### src/design/assert_macros.svh
// Assertion helpers used by merge_insertion_sorter_core.
`ifndef ASSERT_MACROS_SVH
`define ASSERT_MACROS_SVH

// Check a property on every rising clk edge, skipped while rst is high.
`define MIS_ASSERT(label, prop, msg) \
  label: assert property (@(posedge clk) disable iff (rst) prop) else $error(msg);

// Check a property on every rising clk edge, reset included.
`define MIS_ASSERT_ALWAYS(label, prop, msg) \
  label: assert property (@(posedge clk) prop) else $error(msg);

`endif

### src/design/mis_pkg.sv
package mis_pkg;

  localparam int VALUE_W       = 32;
  localparam int MAX_ITEMS_DEF = 64;

  typedef struct packed {
    logic signed [VALUE_W-1:0] value;
    logic                      last_in;
  } item_t;

  typedef struct packed {
    logic signed [VALUE_W-1:0] sorted_value;
    logic                      last_out;
    logic                      dropped;
  } result_t;

  // Contents of one cell of the chain.
  typedef struct packed {
    logic                      valid;
    logic signed [VALUE_W-1:0] value;
  } slot_t;

  // Commands broadcast to every cell.
  typedef struct packed {
    logic                      insert;
    logic                      shift;
    logic signed [VALUE_W-1:0] value;
  } cell_ctrl_t;

  typedef enum logic {
    ST_FILL,
    ST_DRAIN
  } state_t;

endpackage

### src/design/mis_cell.sv
module mis_cell
  import mis_pkg::*;
(
  input  logic       clk,
  input  logic       rst,
  input  cell_ctrl_t ctrl,
  input  slot_t      left,
  input  logic       left_lt,
  input  slot_t      right,
  output slot_t      slot,
  output logic       lt
);

  slot_t slot_next;

  // An empty cell counts as +infinity; equal values stay ahead of the new one.
  assign lt = !slot.valid || (ctrl.value < slot.value);

  always_comb begin
    slot_next = slot;
    priority if (ctrl.shift) begin
      slot_next = right;
    end else if (ctrl.insert && lt) begin
      if (left_lt) begin
        slot_next = left;
      end else begin
        slot_next.valid = 1'b1;
        slot_next.value = ctrl.value;
      end
    end else begin
      slot_next = slot;
    end
  end

  always_ff @(posedge clk) begin
    if (rst) begin
      slot.valid <= 1'b0;
    end else begin
      slot.valid <= slot_next.valid;
    end
    slot.value <= slot_next.value;
  end

endmodule

### config.mk
export PLATFORM = sky130hd
export DESIGN_NAME = mis_cell
export DESIGN_NICKNAME = d
export VERILOG_FILES = /design/src/design/assert_macros.svh /design/src/design/mis_pkg.sv /design/src/design/mis_cell.sv
export SDC_FILE = /design/constraint.sdc
export NUM_CORES = 1
export LEC_CHECK = 0
export BUFFER_PORTS_ARGS = -buffer_cell sky130_fd_sc_hd__clkbuf_2
export CAP_MARGIN = 20
export CORE_MARGIN = 2
export CORE_UTILIZATION = 35
export CTS_BUF_LIST = sky130_fd_sc_hd__clkbuf_16
export DETAILED_ROUTE_END_ITERATION = 8
export PLACE_DENSITY = 0.68
export SYNTH_ARGS = -nofsm -noshare
export SYNTH_HDL_FRONTEND = slang
export SYNTH_SLANG_ARGS = --single-unit
### constraint.sdc
create_clock -name clk -period 3.1 [get_ports clk]
set_input_delay 0.31 -clock clk [delete_from_list [all_inputs] [get_ports clk]]
set_output_delay 0.31 -clock clk [all_outputs]
set_load 0.005 [all_outputs]
==> impl_summary.log, run 1 <==
[metrics] CTS Root Buffer Type: sky130_fd_sc_hd__clkbuf_16
[metrics] Setup Total Neg Slack: 0 ns
[metrics] critical path arrival: 2.64 ns
[metrics] number of clock buffers inserted by TritonCTS: 5
[metrics] critical path capture point type: output port
[metrics] total standard cell area after synthesis: 2470 um2
[metrics] layout cell share with drive strength beyond 1: 37.4%
[metrics] syn_nets: 394
[metrics] area of the die: 7740 um2
[metrics] DIE HEIGHT: 88.0 um
[metrics] number of sinks handled by clock tree synthesis: 33
[metrics] number of global-route vias before repair: 2241
[metrics] area share of the largest cell type after synthesis: 38.9%
[metrics] data required time of the critical path: 2.79 ns
[metrics] number of setup buffers added after CTS: 0
[metrics] row count: 30
[metrics] top flop regs: slot: 33 flops
[metrics] Nets: 529
[metrics] overall global routing resource usage: 16.2%
[metrics] insertion delay to the later sink of the worst-skew pair: 0.27 ns
[metrics] Hold-fix buffers, CTS: 0
[metrics] Hold Path Cell Cnt: 3
[metrics] number of max-cap violations: 0
[metrics] period utilisation layout: 95.2%
[metrics] first-pass GRT wire length: 9660 um
[metrics] multiplexer area fraction after synthesis: 13.0%
[metrics] pin count of the biggest net entering global routing: 48
[metrics] fmax: 339 MHz
[metrics] design area: 3400 um2
[metrics] Slew headroom: 44.6%
[metrics] Simple-Gate Fraction of Synth Area: 10.7%
[metrics] First-pass DRT Iterations: 4
[metrics] Compound-Gate Fraction of Synth Area: 14.2%
[metrics] via count: 2298
[metrics] maximum clock insertion buffer count: 2
[metrics] Overflow after GRT: 0
[metrics] via density per instance: 4.67
[metrics] path type of the worst min-delay path: in -> reg
[metrics] Leak: 1.81 nW
[metrics] Initial Utilization: 36.4%
[metrics] max-slew violation count: 0
[metrics] final routed DRC violation total: 0
[metrics] main combinational cell family by area after synthesis: adder cells
[metrics] unrepaired setup endpoints after global routing: false
[metrics] Final min period: 2.95 ns
[metrics] register ranked first by flip-flop count: slot
[metrics] area growth from synthesis to final layout: 37.7%
[metrics] DRC marker count from the first detailed-route iteration: 81
[metrics] Max rail drop VDD: 0.237 mV
[metrics] Final Hold Viols: 0
[metrics] ranking of synthesized cells by area: sky130_fd_sc_hd__edfxtp_1, sky130_fd_sc_hd__ha_1, sky130_fd_sc_hd__mux2i_1, sky130_fd_sc_hd__o21ai_0, sky130_fd_sc_hd__nand2_1
[metrics] Final Setup Violations: 0
[metrics] classification of the worst setup path: reg -> out
[metrics] number of antenna cells inserted: 0
[metrics] instance area at placement: 3260 um2
[metrics] number of antenna violations at the first check in global routing: 0
[metrics] I/O pin count: 137
[metrics] CTS tree: built
[metrics] sequential share of the synthesized area: 39.7%
[metrics] per-cell routed wire length: 12.7 um
[metrics] flip-flop count of the largest register after layout: 33
[metrics] count of yosys warnings during synthesis: 0
[metrics] DRT Wirelength: 6240 um
[metrics] Least-Margin Pin Slew: 0.831 ns
[metrics] number of resized instances in the post-cts repair step: 0
[metrics] result of the run: finished, final reports clean
[metrics] fillcell total: 698
[metrics] Core Box Area: 6790 um2
[metrics] width of the chip: 88.0 um
[metrics] crit-path max FO: 3
[metrics] Synth Area in Adders: 15.7%
[metrics] half-perimeter wire length of the detailed placement result: 5090 um
[metrics] cell taking the most area after synthesis: sky130_fd_sc_hd__edfxtp_1
[metrics] xor-xnor portion of the synthesized cell area: 0%
[metrics] depth of the worst register-to-register path: 9
[metrics] startpoint type of the worst setup path: flip-flop
[metrics] Post-Route Skew: 0.00401 ns
[metrics] remaining antenna violation count after routing: 0
[metrics] mean instance size in the synthesized netlist: 9.50 um2
[metrics] count of cell types in the netlist: 34
[metrics] Placer Congestion: 0.747
[metrics] #FFs+latches synth: 33
[metrics] H-tree levels: 2
[metrics] gate count after technology mapping: 260
[metrics] IO buf count: 136
[metrics] power density relative to cell area: 416 nW/um2
[metrics] clock slew at reported path FFs: 0.05 ns
[kinds of logic after synthesis]
kind of cell,count (synthesis)
muxes,32
AOI/OAI and AO/OA,61
adders and majority gates,31
buffers and inverters,44
and+or+nand+nor,59
DFF,33
[where the power goes]
group / internal, mW / switching (mW) / total [mW]
sequential: 0.553 / 0.0257 / 0.578
combinational: 0.185 / 0.186 / 0.371
clock: 0.290 / 0.175 / 0.465
total: 1.03 / 0.386 / 1.41
[worst max-delay path, cell delays in order (launching register included)]
cell                       delay, ns
sky130_fd_sc_hd__edfxtp_1       0.40
sky130_fd_sc_hd__inv_1          0.07
sky130_fd_sc_hd__ha_1           0.23
sky130_fd_sc_hd__and3_1         0.19
sky130_fd_sc_hd__a221oi_1       0.32
sky130_fd_sc_hd__o31a_1         0.23
sky130_fd_sc_hd__o22ai_1        0.09
sky130_fd_sc_hd__or4b_4         0.50
sky130_fd_sc_hd__and2_2         0.21
sky130_fd_sc_hd__clkbuf_2       0.12
[layer usage]
| metal | part of all wire [%] | up-vias | global-route usage [%] |
|---|---|---|---|
| met5 | 0 | - | 0 |
| met3 | 6.6 | 2 | 2.83 |
| li1 | - | 1208 | - |
| met4 | 0.75 | 0 | 4.20 |
| met1 | 41 | 1010 | 18.6 |
| met2 | 52 | 78 | 30.6 |
[final cells by class]
class / instances / area, um2 / share of cell area [%]
clock inverters: 3 / 12.5 / 0.368
repair buffers: 139 / 716 / 21.0
multi-input cells: 183 / 1320 / 38.9
clock buffers: 5 / 125 / 3.68
well taps: 96 / 120 / 3.53
flip-flops and latches: 33 / 981 / 28.8
inverters: 33 / 124 / 3.64
[per-stage QoR]
stage / total power [mW] / utilization [%] / setup WS [ns] / cells / hold WS (ns)
final: 1.41 / 50.1 / 0.148 / 492 / 0.311
after global placement: 0.957 / 48.0 / 0.345 / 484 / 0.578
after CTS: 1.44 / 50.1 / 0.103 / 492 / 0.310
after floorplan: 0.785 / - / 0.181 / 260 / 0.449
after detailed placement: 0.966 / 48.0 / 0.325 / 484 / 0.593
after global routing: 1.51 / 50.1 / 0.0295 / 492 / 0.312
[Yosys cell counts, drive strengths merged]
cell     count
o22ai        1
dfxtp        1
a221o        1
o22a         1
a221oi       1
buf          3
o21ai       35
inv         33
nand2b       1
a31oi        1
nand4        4
a2111oi      1
and3         1
a31o         1
o211ai       2
or4b         1
and2         3
o31a         1
mux2i       32
clkbuf       8
a22oi        1
a211oi       1
nor3         1
nor2         4
a21oi       10
nand2       41
nor4         1
edfxtp      32
a21o         3
nand3        2
ha          31
o21a         1
[path summary, 6_finish.rpt]
kind	from	to	slack (ns)
setup reg to reg	slot[7]	slot[13]	0.35
hold / removal	right[21]	slot[21]	0.31
hold reg to reg	slot[32]	slot[32]	0.60
setup / recovery	slot[7]	lt	0.15
[cells in the final DEF, fill, tap and decap left out, drive strengths merged]
master and count:
nor2 4, buf 3, and2 3, nand2b 1, a221oi 1, o21a 1
dfxtp 1, o21ai 35, nor3 1, nand4 4, a211oi 1, a22oi 1
mux2i 32, nand2 41, a31oi 1, a221o 1, o22ai 1, edfxtp 32
o22a 1, ha 31, clkbuf 141, a31o 1, or4b 1, clkinv 3
o31a 1, nor4 1, nand3 2, and3 1, a21oi 10, a2111oi 1
inv 33, a21o 3, o211ai 2
(Power assumes the default switching activity.)
==> run 2, diff against run 1 <==
ABC_AREA = 1   (was not set)
==> impl_summary.log, run 2 <==
[metrics] result of the run: finished, final reports clean (unchanged)
[metrics] placed insts: 538 (was 484)
[metrics] Fin Hold WS: 0.303 ns (was 0.311 ns)
[metrics] pin count of the biggest net entering global routing: 36 (was 48)
[metrics] remaining antenna violation count after routing: 0 (unchanged)
[metrics] most frequently used flop master after synthesis: sky130_fd_sc_hd__edfxtp_1 (unchanged)
[metrics] I/O pin count: 137 (unchanged)
[metrics] ranking of synthesized cells by area: sky130_fd_sc_hd__edfxtp_1, sky130_fd_sc_hd__a21oi_1, sky130_fd_sc_hd__ha_1, sky130_fd_sc_hd__nand2_1, sky130_fd_sc_hd__inv_1 (was sky130_fd_sc_hd__edfxtp_1, sky130_fd_sc_hd__ha_1, sky130_fd_sc_hd__mux2i_1, sky130_fd_sc_hd__o21ai_0, sky130_fd_sc_hd__nand2_1)
[metrics] DRC marker count from the first detailed-route iteration: 104 (was 81)
[metrics] insertion delay to the later sink of the worst-skew pair: 0.27 ns (about the same)
[metrics] maximum clock insertion buffer count: 2 (unchanged)
[metrics] syn_nets: 452 (was 394)
[metrics] area of the die: 7830 um2 (was 7740 um2)
[metrics] Post-Route Skew: 0.00298 ns (was 0.00401 ns)
[metrics] Max rail drop VDD: 0.255 mV (was 0.237 mV)
[metrics] number of antenna cells inserted: 0 (unchanged)
[metrics] H-tree levels: 2 (unchanged)
[metrics] crit path cell chain: inv_1 -> ha_1 -> a21oi_1 -> nor2_1 -> nor3_1 -> nand2_1 -> nand2_1 -> nand2_1 -> nand2_1 -> nand3_1 -> nand3_2 -> nand2_2 -> nand2_2 -> buf_12 (was inv_1 -> ha_1 -> and3_1 -> a221oi_1 -> o31a_1 -> o22ai_1 -> or4b_4 -> and2_2 -> clkbuf_2)
[metrics] count of cell types in the netlist: 24 (was 34)
[metrics] unrepaired setup endpoints after global routing: false (unchanged)
[metrics] gate count after technology mapping: 318 (was 260)
[metrics] leading cell type in the layout, fill and taps excluded: sky130_fd_sc_hd__clkbuf_2 (unchanged)
[metrics] period utilisation layout: 79.3% (was 95.2%)
[metrics] Post-synth EDFFs: 32 (unchanged)
[metrics] DIE HEIGHT: 88.5 um (was 88.0 um)
[metrics] GR met2 Demand/Resource: 32.9% (was 30.6%)
[metrics] number of setup buffers added after CTS: 0 (unchanged)
[metrics] via density per instance: 4.81 (was 4.67)
[metrics] Overflow after GRT: 0 (unchanged)
[metrics] first-pass GRT wire length: 10800 um (was 9660 um)
[metrics] Leak: 1.83 nW (was 1.81 nW)
[metrics] Nets: 583 (was 529)
[metrics] number of sinks handled by clock tree synthesis: 33 (unchanged)
[metrics] sequential share of the synthesized area: 39.3% (was 39.7%)
[metrics] gr busiest metal: met2 (unchanged)
[metrics] power density relative to cell area: 411 nW/um2 (was 416 nW/um2)
[metrics] design area: 3410 um2 (was 3400 um2)
[metrics] via count: 2620 (was 2298)
[metrics] instance area at placement: 3270 um2 (was 3260 um2)
[metrics] per-cell routed wire length: 12.7 um (about the same)
[metrics] #FFs+latches synth: 33 (unchanged)
[metrics] Initial Utilization: 36.4% (about the same)
[metrics] crit-path max FO: 19 (was 3)
[metrics] number of antenna violations at the first check in global routing: 0 (unchanged)
[metrics] CTS tree: built (unchanged)
[metrics] classification of the worst setup path: reg -> reg (was reg -> out)
[metrics] IO buf count: 136 (unchanged)
[metrics] data required time of the critical path: 3.08 ns (was 2.79 ns)
[metrics] Final Hold Viols: 0 (unchanged)
[metrics] top flop regs: slot: 33 flops (unchanged)
[metrics] critical path capture point type: flip-flop (was output port)
[metrics] Worst Hold Launch: rst (was right[21])
[metrics] post-synthesis async set-or-reset flop share: 0% (unchanged)
[metrics] Hold-fix buffers, CTS: 0 (unchanged)
[metrics] maximum single-stage delay on the critical path: 0.40 ns (was 0.50 ns)
[metrics] count of yosys warnings during synthesis: 0 (unchanged)
[metrics] Final min period: 2.46 ns (was 2.95 ns)
[metrics] number of clock buffers inserted by TritonCTS: 5 (unchanged)
[metrics] area share of the largest cell type after synthesis: 38.5% (was 38.9%)
[metrics] utilization of the core after routing: 49.6% (was 50.1%)
[metrics] layout cell share with drive strength beyond 1: 35.0% (was 37.4%)
[metrics] cell taking the most area after synthesis: sky130_fd_sc_hd__edfxtp_1 (unchanged)
[metrics] register ranked first by flip-flop count: slot (unchanged)
[metrics] Least-Margin Pin Slew: 0.773 ns (was 0.831 ns)
[metrics] clock slew at reported path FFs: 0.05 ns (about the same)
[metrics] R2R Path Start: slot[5] (was slot[7])
[metrics] flip-flop count of the largest register after layout: 33 (unchanged)
[metrics] number of cells in the finished layout apart from fillers: 545 (was 492)
[metrics] Core Box Area: 6870 um2 (was 6790 um2)
[metrics] commonest cells in the synthesized netlist: sky130_fd_sc_hd__a21oi_1, sky130_fd_sc_hd__nand2_1, sky130_fd_sc_hd__inv_1 (was sky130_fd_sc_hd__nand2_1, sky130_fd_sc_hd__o21ai_0, sky130_fd_sc_hd__inv_1)
[metrics] Slew headroom: 48.5% (was 44.6%)
[metrics] worst slack after detailed placement: 0.618 ns (was 0.325 ns)
[metrics] CTS Root Buffer Type: sky130_fd_sc_hd__clkbuf_16 (unchanged)
[metrics] width of the chip: 88.5 um (was 88.0 um)
[metrics] cell with the most instances after synthesis: sky130_fd_sc_hd__a21oi_1 (was sky130_fd_sc_hd__nand2_1)
[metrics] overall power of the completed layout: 1.40 mW (was 1.41 mW)
[metrics] setup slack of the critical path after layout: 0.642 ns (was 0.148 ns)
[metrics] area growth from synthesis to final layout: 36.3% (was 37.7%)
[metrics] overall global routing resource usage: 17.7% (was 16.2%)
[metrics] total standard cell area after synthesis: 2500 um2 (was 2470 um2)
[metrics] fmax: 407 MHz (was 339 MHz)
[metrics] met3 demand-to-capacity share in global routing: 3.17% (was 2.83%)
[metrics] number of max-cap violations: 0 (unchanged)
[metrics] half-perimeter wire length of the detailed placement result: 5450 um (was 5090 um)
[metrics] Final Setup Violations: 0 (unchanged)
[metrics] final routed DRC violation total: 0 (unchanged)
[metrics] max-slew violation count: 0 (unchanged)
[metrics] fillcell total: 710 (was 698)
[metrics] CP dominant cell by count: sky130_fd_sc_hd__nand2_1
[metrics] path type of the worst min-delay path: in -> reg (unchanged)
[metrics] row count: 30 (unchanged)
[metrics] DRT Wirelength: 6920 um (was 6240 um)
[metrics] First-pass DRT Iterations: 4 (unchanged)
[metrics] Placer Congestion: 0.809 (was 0.747)
[metrics] mean instance size in the synthesized netlist: 7.86 um2 (was 9.50 um2)
[metrics] number of resized instances in the post-cts repair step: 0 (unchanged)
[metrics] most frequent cells in the layout: sky130_fd_sc_hd__clkbuf_2, sky130_fd_sc_hd__a21oi_1, sky130_fd_sc_hd__nand2_1 (was sky130_fd_sc_hd__clkbuf_2, sky130_fd_sc_hd__nand2_1, sky130_fd_sc_hd__o21ai_0)
[metrics] Setup Total Neg Slack: 0 ns (unchanged)
[metrics] startpoint type of the worst setup path: flip-flop (unchanged)
[metrics] global routing usage on met1: 20.7% (was 18.6%)
[metrics] critical path arrival: 2.44 ns (was 2.64 ns)
[metrics] number of global-route vias before repair: 2510 (was 2241)
[metrics] critical path launch point: slot[5] (was slot[7])
[metrics] cell with the largest stage delay on the worst path: sky130_fd_sc_hd__edfxtp_1 (was sky130_fd_sc_hd__or4b_4)
## run 2: cell types whose count changed after synthesis, moves of 5 or more
cell                       change
sky130_fd_sc_hd__a21oi_1      +69
sky130_fd_sc_hd__nand2_1      +17
sky130_fd_sc_hd__mux2i_1      -32
sky130_fd_sc_hd__o21ai_0      -33
sky130_fd_sc_hd__clkbuf_1      +5
sky130_fd_sc_hd__inv_1         +6
sky130_fd_sc_hd__nor2_1       +34
## run 2: cells by family after synthesis
group                      count (synthesis)  share of synthesized area (%)
AOI/OAI and AO/OA                         89                           18.8
buffers and inverters                     57                           8.71
and+or+nand+nor                          108                           17.7
DFF                                       33                           39.3
adders and majority gates                 31                           15.5
## run 2: power by group
group          leakage (nW)  switching, mW  internal [mW]  total (mW)
Clock                0.0685          0.157          0.286       0.444
Sequential            0.328         0.0249          0.549       0.574
Combinational          1.43          0.211          0.172       0.382
Total                  1.83          0.393           1.01        1.40
## run 2: layout make-up
type	instances	area [um2]	area share [%]
clock inverter	2	7.51	0.220
sequential	33	981	28.8
timing repair buffer	138	708	20.8
tap	96	120	3.53
clock buffer	5	125	3.67
inverter	43	164	4.81
multi-input combinational	228	1300	38.2
## run 2: final timing paths
check                  end  slack [ns]  cells past startpoint
hold / removal    slot[32]        0.30                      4
hold reg to reg   slot[32]        0.62                      2
setup reg to reg   slot[2]        0.64                     14
setup / recovery   slot[2]        0.64                     14
## run 2: critical path, delay by kind of cell (launching register included)
kind                       cells  cell delay, ns
AOI/OAI and AO/OA              1            0.18
adders and majority gates      1            0.24
buffers and inverters          2            0.29
DFF                            1            0.40
and+or+nand+nor               10            1.05
## run 2: routing by layer
metal	part of all wire [%]	routed length (um)	up-vias
met2	50	3470	106
met3	6.5	450	10
met1	42	2870	1168
met4	1.8	125	0
li1	-	-	1336
met5	0	0	-
==> run 3, diff against run 2 <==
ABC_AREA = 0   (was 1)
clock period = 2 ns   (was 3.1 ns; I/O delays follow)
==> impl_summary.log, run 3 (synthesized netlist as in run 1, its figures left out) <==
[metrics] result of the run: finished, violations left (was finished, final reports clean)
[metrics] failing checks: setup timing
[metrics] Max rail drop VDD: 0.295 mV (was 0.255 mV)
[metrics] data required time of the critical path: 1.80 ns (was 3.08 ns)
[metrics] leading cell type in the layout, fill and taps excluded: sky130_fd_sc_hd__clkbuf_2 (unchanged)
[metrics] met1 layer wirelength in the final routing: 2960 um (was 2870 um)
[metrics] DIE HEIGHT: 88.0 um (was 88.5 um)
[metrics] insertion delay to the later sink of the worst-skew pair: 0.27 ns (about the same)
[metrics] power density relative to cell area: 612 nW/um2 (was 411 nW/um2)
[metrics] capture point of the worst reg-to-reg path: slot[27] (was slot[2])
[metrics] register share of total power: 38.0% (was 41.0%)
[metrics] max-slew violation count: 0 (unchanged)
[metrics] setup slack of the critical path after layout: -0.837 ns (was 0.642 ns)
[metrics] number of antenna cells inserted: 0 (unchanged)
[metrics] crit path cell chain: inv_2 -> ha_4 -> a21o_1 -> a221o_1 -> a22oi_2 -> o211ai_1 -> or4b_4 -> buf_6 -> and2_4 -> clkbuf_2 (was inv_1 -> ha_1 -> a21oi_1 -> nor2_1 -> nor3_1 -> nand2_1 -> nand2_1 -> nand2_1 -> nand2_1 -> nand3_1 -> nand3_2 -> nand2_2 -> nand2_2 -> buf_12)
[metrics] crit-path max FO: 2 (was 19)
[metrics] Met2 Routed Length: 3600 um (was 3470 um)
[metrics] flip-flop count of the largest register after layout: 33 (unchanged)
[metrics] switching power of the nets: 0.641 mW (was 0.393 mW)
[metrics] Worst Hold Launch: rst (unchanged)
[metrics] fmax: 353 MHz
[metrics] number of global-route vias before repair: 2473 (was 2510)
[metrics] register ranked first by flip-flop count: slot (unchanged)
[metrics] portion of total power attributed to combinational logic: 32.1% (was 27.3%)
[metrics] First-pass DRT Iterations: 4 (unchanged)
[metrics] Initial Utilization: 36.4% (about the same)
[metrics] number of max-cap violations: 0 (unchanged)
[metrics] Fin Hold WS: 0.190 ns (was 0.303 ns)
[metrics] path type of the worst min-delay path: in -> reg (unchanged)
[metrics] Final min period: 2.84 ns
[metrics] R2R Path Start: slot[17] (was slot[5])
[metrics] number of clock buffers inserted by TritonCTS: 5 (unchanged)
[metrics] Slew headroom: 71.9% (was 48.5%)
[metrics] CTS tree: built (unchanged)
[metrics] width of the chip: 88.0 um (was 88.5 um)
[metrics] half-perimeter wire length of the detailed placement result: 5480 um (was 5450 um)
[metrics] classification of the worst setup path: reg -> out (was reg -> reg)
[metrics] per-cell routed wire length: 12.8 um (was 12.7 um)
[metrics] Leak: 2.07 nW (was 1.83 nW)
[metrics] DRC marker count from the first detailed-route iteration: 72 (was 104)
[metrics] worst slack after detailed placement: -0.758 ns (was 0.618 ns)
[metrics] Final Setup Violations: 34 (was 0)
[metrics] proportion of total power due to net switching: 27.2% (was 28.1%)
[metrics] Nets: 581 (was 583)
[metrics] number of sinks handled by clock tree synthesis: 33 (unchanged)
[metrics] Core Box Area: 6790 um2 (was 6870 um2)
[metrics] Overflow after GRT: 0 (unchanged)
[metrics] CTS Root Buffer Type: sky130_fd_sc_hd__clkbuf_16 (unchanged)
[metrics] FF-to-FF setup slack: -0.76 ns (was 0.64 ns)
[metrics] highest routed metal layer: met4 (unchanged)
[metrics] Placer Congestion: 0.782 (was 0.809)
[metrics] H-tree levels: 2 (unchanged)
[metrics] utilization of the core after routing: 56.8% (was 49.6%)
[metrics] startpoint type of the worst setup path: flip-flop (unchanged)
[metrics] critical path arrival: 2.64 ns (was 2.44 ns)
[metrics] Least-Margin Pin Slew: 0.421 ns (was 0.773 ns)
[metrics] IO buf count: 136 (unchanged)
[metrics] unrepaired setup endpoints after global routing: true (was false)
[metrics] period utilisation layout: 142%
[metrics] maximum clock insertion buffer count: 2 (unchanged)
[metrics] pin count of the biggest net entering global routing: 34 (was 36)
[metrics] Post-Route Skew: 0.00420 ns (was 0.00298 ns)
[metrics] top flop regs: slot: 33 flops (unchanged)
[metrics] final routed DRC violation total: 0 (unchanged)
[metrics] detailed route wirelength on metal3: 300 um (was 450 um)
[metrics] row count: 30 (unchanged)
[metrics] DRT Wirelength: 6960 um (was 6920 um)
[metrics] number of antenna violations at the first check in global routing: 0 (unchanged)
[metrics] clock slew at reported path FFs: 0.05 ns (about the same)
[metrics] area of the die: 7740 um2 (was 7830 um2)
[metrics] Hold Path Sink: slot[32] (unchanged)
[metrics] depth of the worst register-to-register path: 9 (was 14)
[metrics] via count: 2535 (was 2620)
[metrics] layout cell share with drive strength beyond 1: 46.1% (was 35.0%)
[metrics] Bufs and invs on worst path: 3 (was 2)
[metrics] maximum single-stage delay on the critical path: 0.56 ns (was 0.40 ns)
[metrics] most frequent cells in the layout: sky130_fd_sc_hd__clkbuf_2, sky130_fd_sc_hd__buf_4, sky130_fd_sc_hd__nand2_1 (was sky130_fd_sc_hd__clkbuf_2, sky130_fd_sc_hd__a21oi_1, sky130_fd_sc_hd__nand2_1)
[metrics] first-pass GRT wire length: 10600 um (was 10800 um)
[metrics] fillcell total: 634 (was 710)
[metrics] clock power share: 29.9% (was 31.7%)
[metrics] Hold Path Cell Cnt: 3 (was 4)
[metrics] remaining antenna violation count after routing: 0 (unchanged)
[metrics] via density per instance: 4.67 (was 4.81)
[metrics] I/O pin count: 137 (unchanged)
[metrics] Int Power: 1.72 mW (was 1.01 mW)
[metrics] cell with the largest stage delay on the worst path: sky130_fd_sc_hd__or4b_4 (was sky130_fd_sc_hd__edfxtp_1)
[metrics] Final Hold Viols: 0 (unchanged)
[metrics] critical path capture point type: output port (was flip-flop)
[metrics] overall global routing resource usage: 17.6% (was 17.7%)
[metrics] Largest delay share family, worst path: compound AO/OA/AOI/OAI gates (was simple AND/OR/NAND/NOR gates)
[metrics] area growth from synthesis to final layout: 56.2% (was 36.3%)
-- run 3: worst max path at each step --
stage	depth (start not counted)	endpoint	start	slack, ns
final	10	lt	slot[17]	-0.84
after global routing	10	lt	slot[17]	-0.98
after CTS	10	lt	slot[17]	-0.87
after detailed placement	8	slot[5]	slot[7]	-0.76
after global placement	8	slot[14]	slot[17]	-0.68
after floorplan	8	slot[0]	slot[18]	-0.58
-- run 3: final cells by class --
class | count | area, um2 | share of cell area [%]
clock buffers | 5 | 125 | 3.24
clock inverters | 2 | 7.51 | 0.195
inverters | 33 | 124 | 3.21
multi-input cells | 185 | 1410 | 36.4
flip-flops and latches | 33 | 981 | 25.4
well taps | 96 | 120 | 3.11
repair buffers | 189 | 1090 | 28.4
-- run 3: timing repair --
item	in CTS	in global routing
pin swaps	9	4
hold buffers	0	0
setup buffers	5	1
setup endpoints to repair	34	34
cloned	2	0
resized for setup	7	3
-- run 3: metrics by stage --
stage | TNS, ns | instances | power (mW) | instance area, um2
after floorplan | -19.14 | 260 | 1.22 | 2480
after global placement | -22.57 | 529 | 1.60 | 3610
after detailed placement | -25.33 | 529 | 1.62 | 3610
after CTS | -25.65 | 542 | 2.37 | 3830
after global routing | -29.01 | 543 | 2.51 | 3860
final | -24.31 | 543 | 2.36 | 3860
-- run 3: metal layers --
| layer | vias to the layer above | global-route usage, % |
|---|---|---|
| met1 | 1143 | 20.0 |
| met4 | 0 | 6.29 |
| met3 | 8 | 2.07 |
| met5 | - | 0 |
| met2 | 73 | 33.5 |
| li1 | 1311 | - |
-- run 3: power groups by stage --
stage	combinational (mW)	clock, mW	sequential (mW)
floorplan	0.306	0	0.913
global placement	0.690	0	0.906
detailed placement	0.715	0	0.910
CTS	0.756	0.717	0.897
global route	0.853	0.748	0.905
finish	0.758	0.705	0.896
-- run 3: worst register-to-register path, stage by stage (launching register included) --
cell and delay [ns]:
sky130_fd_sc_hd__edfxtp_1 0.40, sky130_fd_sc_hd__inv_2 0.09, sky130_fd_sc_hd__ha_4 0.20, sky130_fd_sc_hd__a21o_1 0.16, sky130_fd_sc_hd__a221o_1 0.30, sky130_fd_sc_hd__a22oi_2 0.17
sky130_fd_sc_hd__o211ai_1 0.13, sky130_fd_sc_hd__or4b_4 0.56, sky130_fd_sc_hd__buf_4 0.17, sky130_fd_sc_hd__a31o_4 0.32
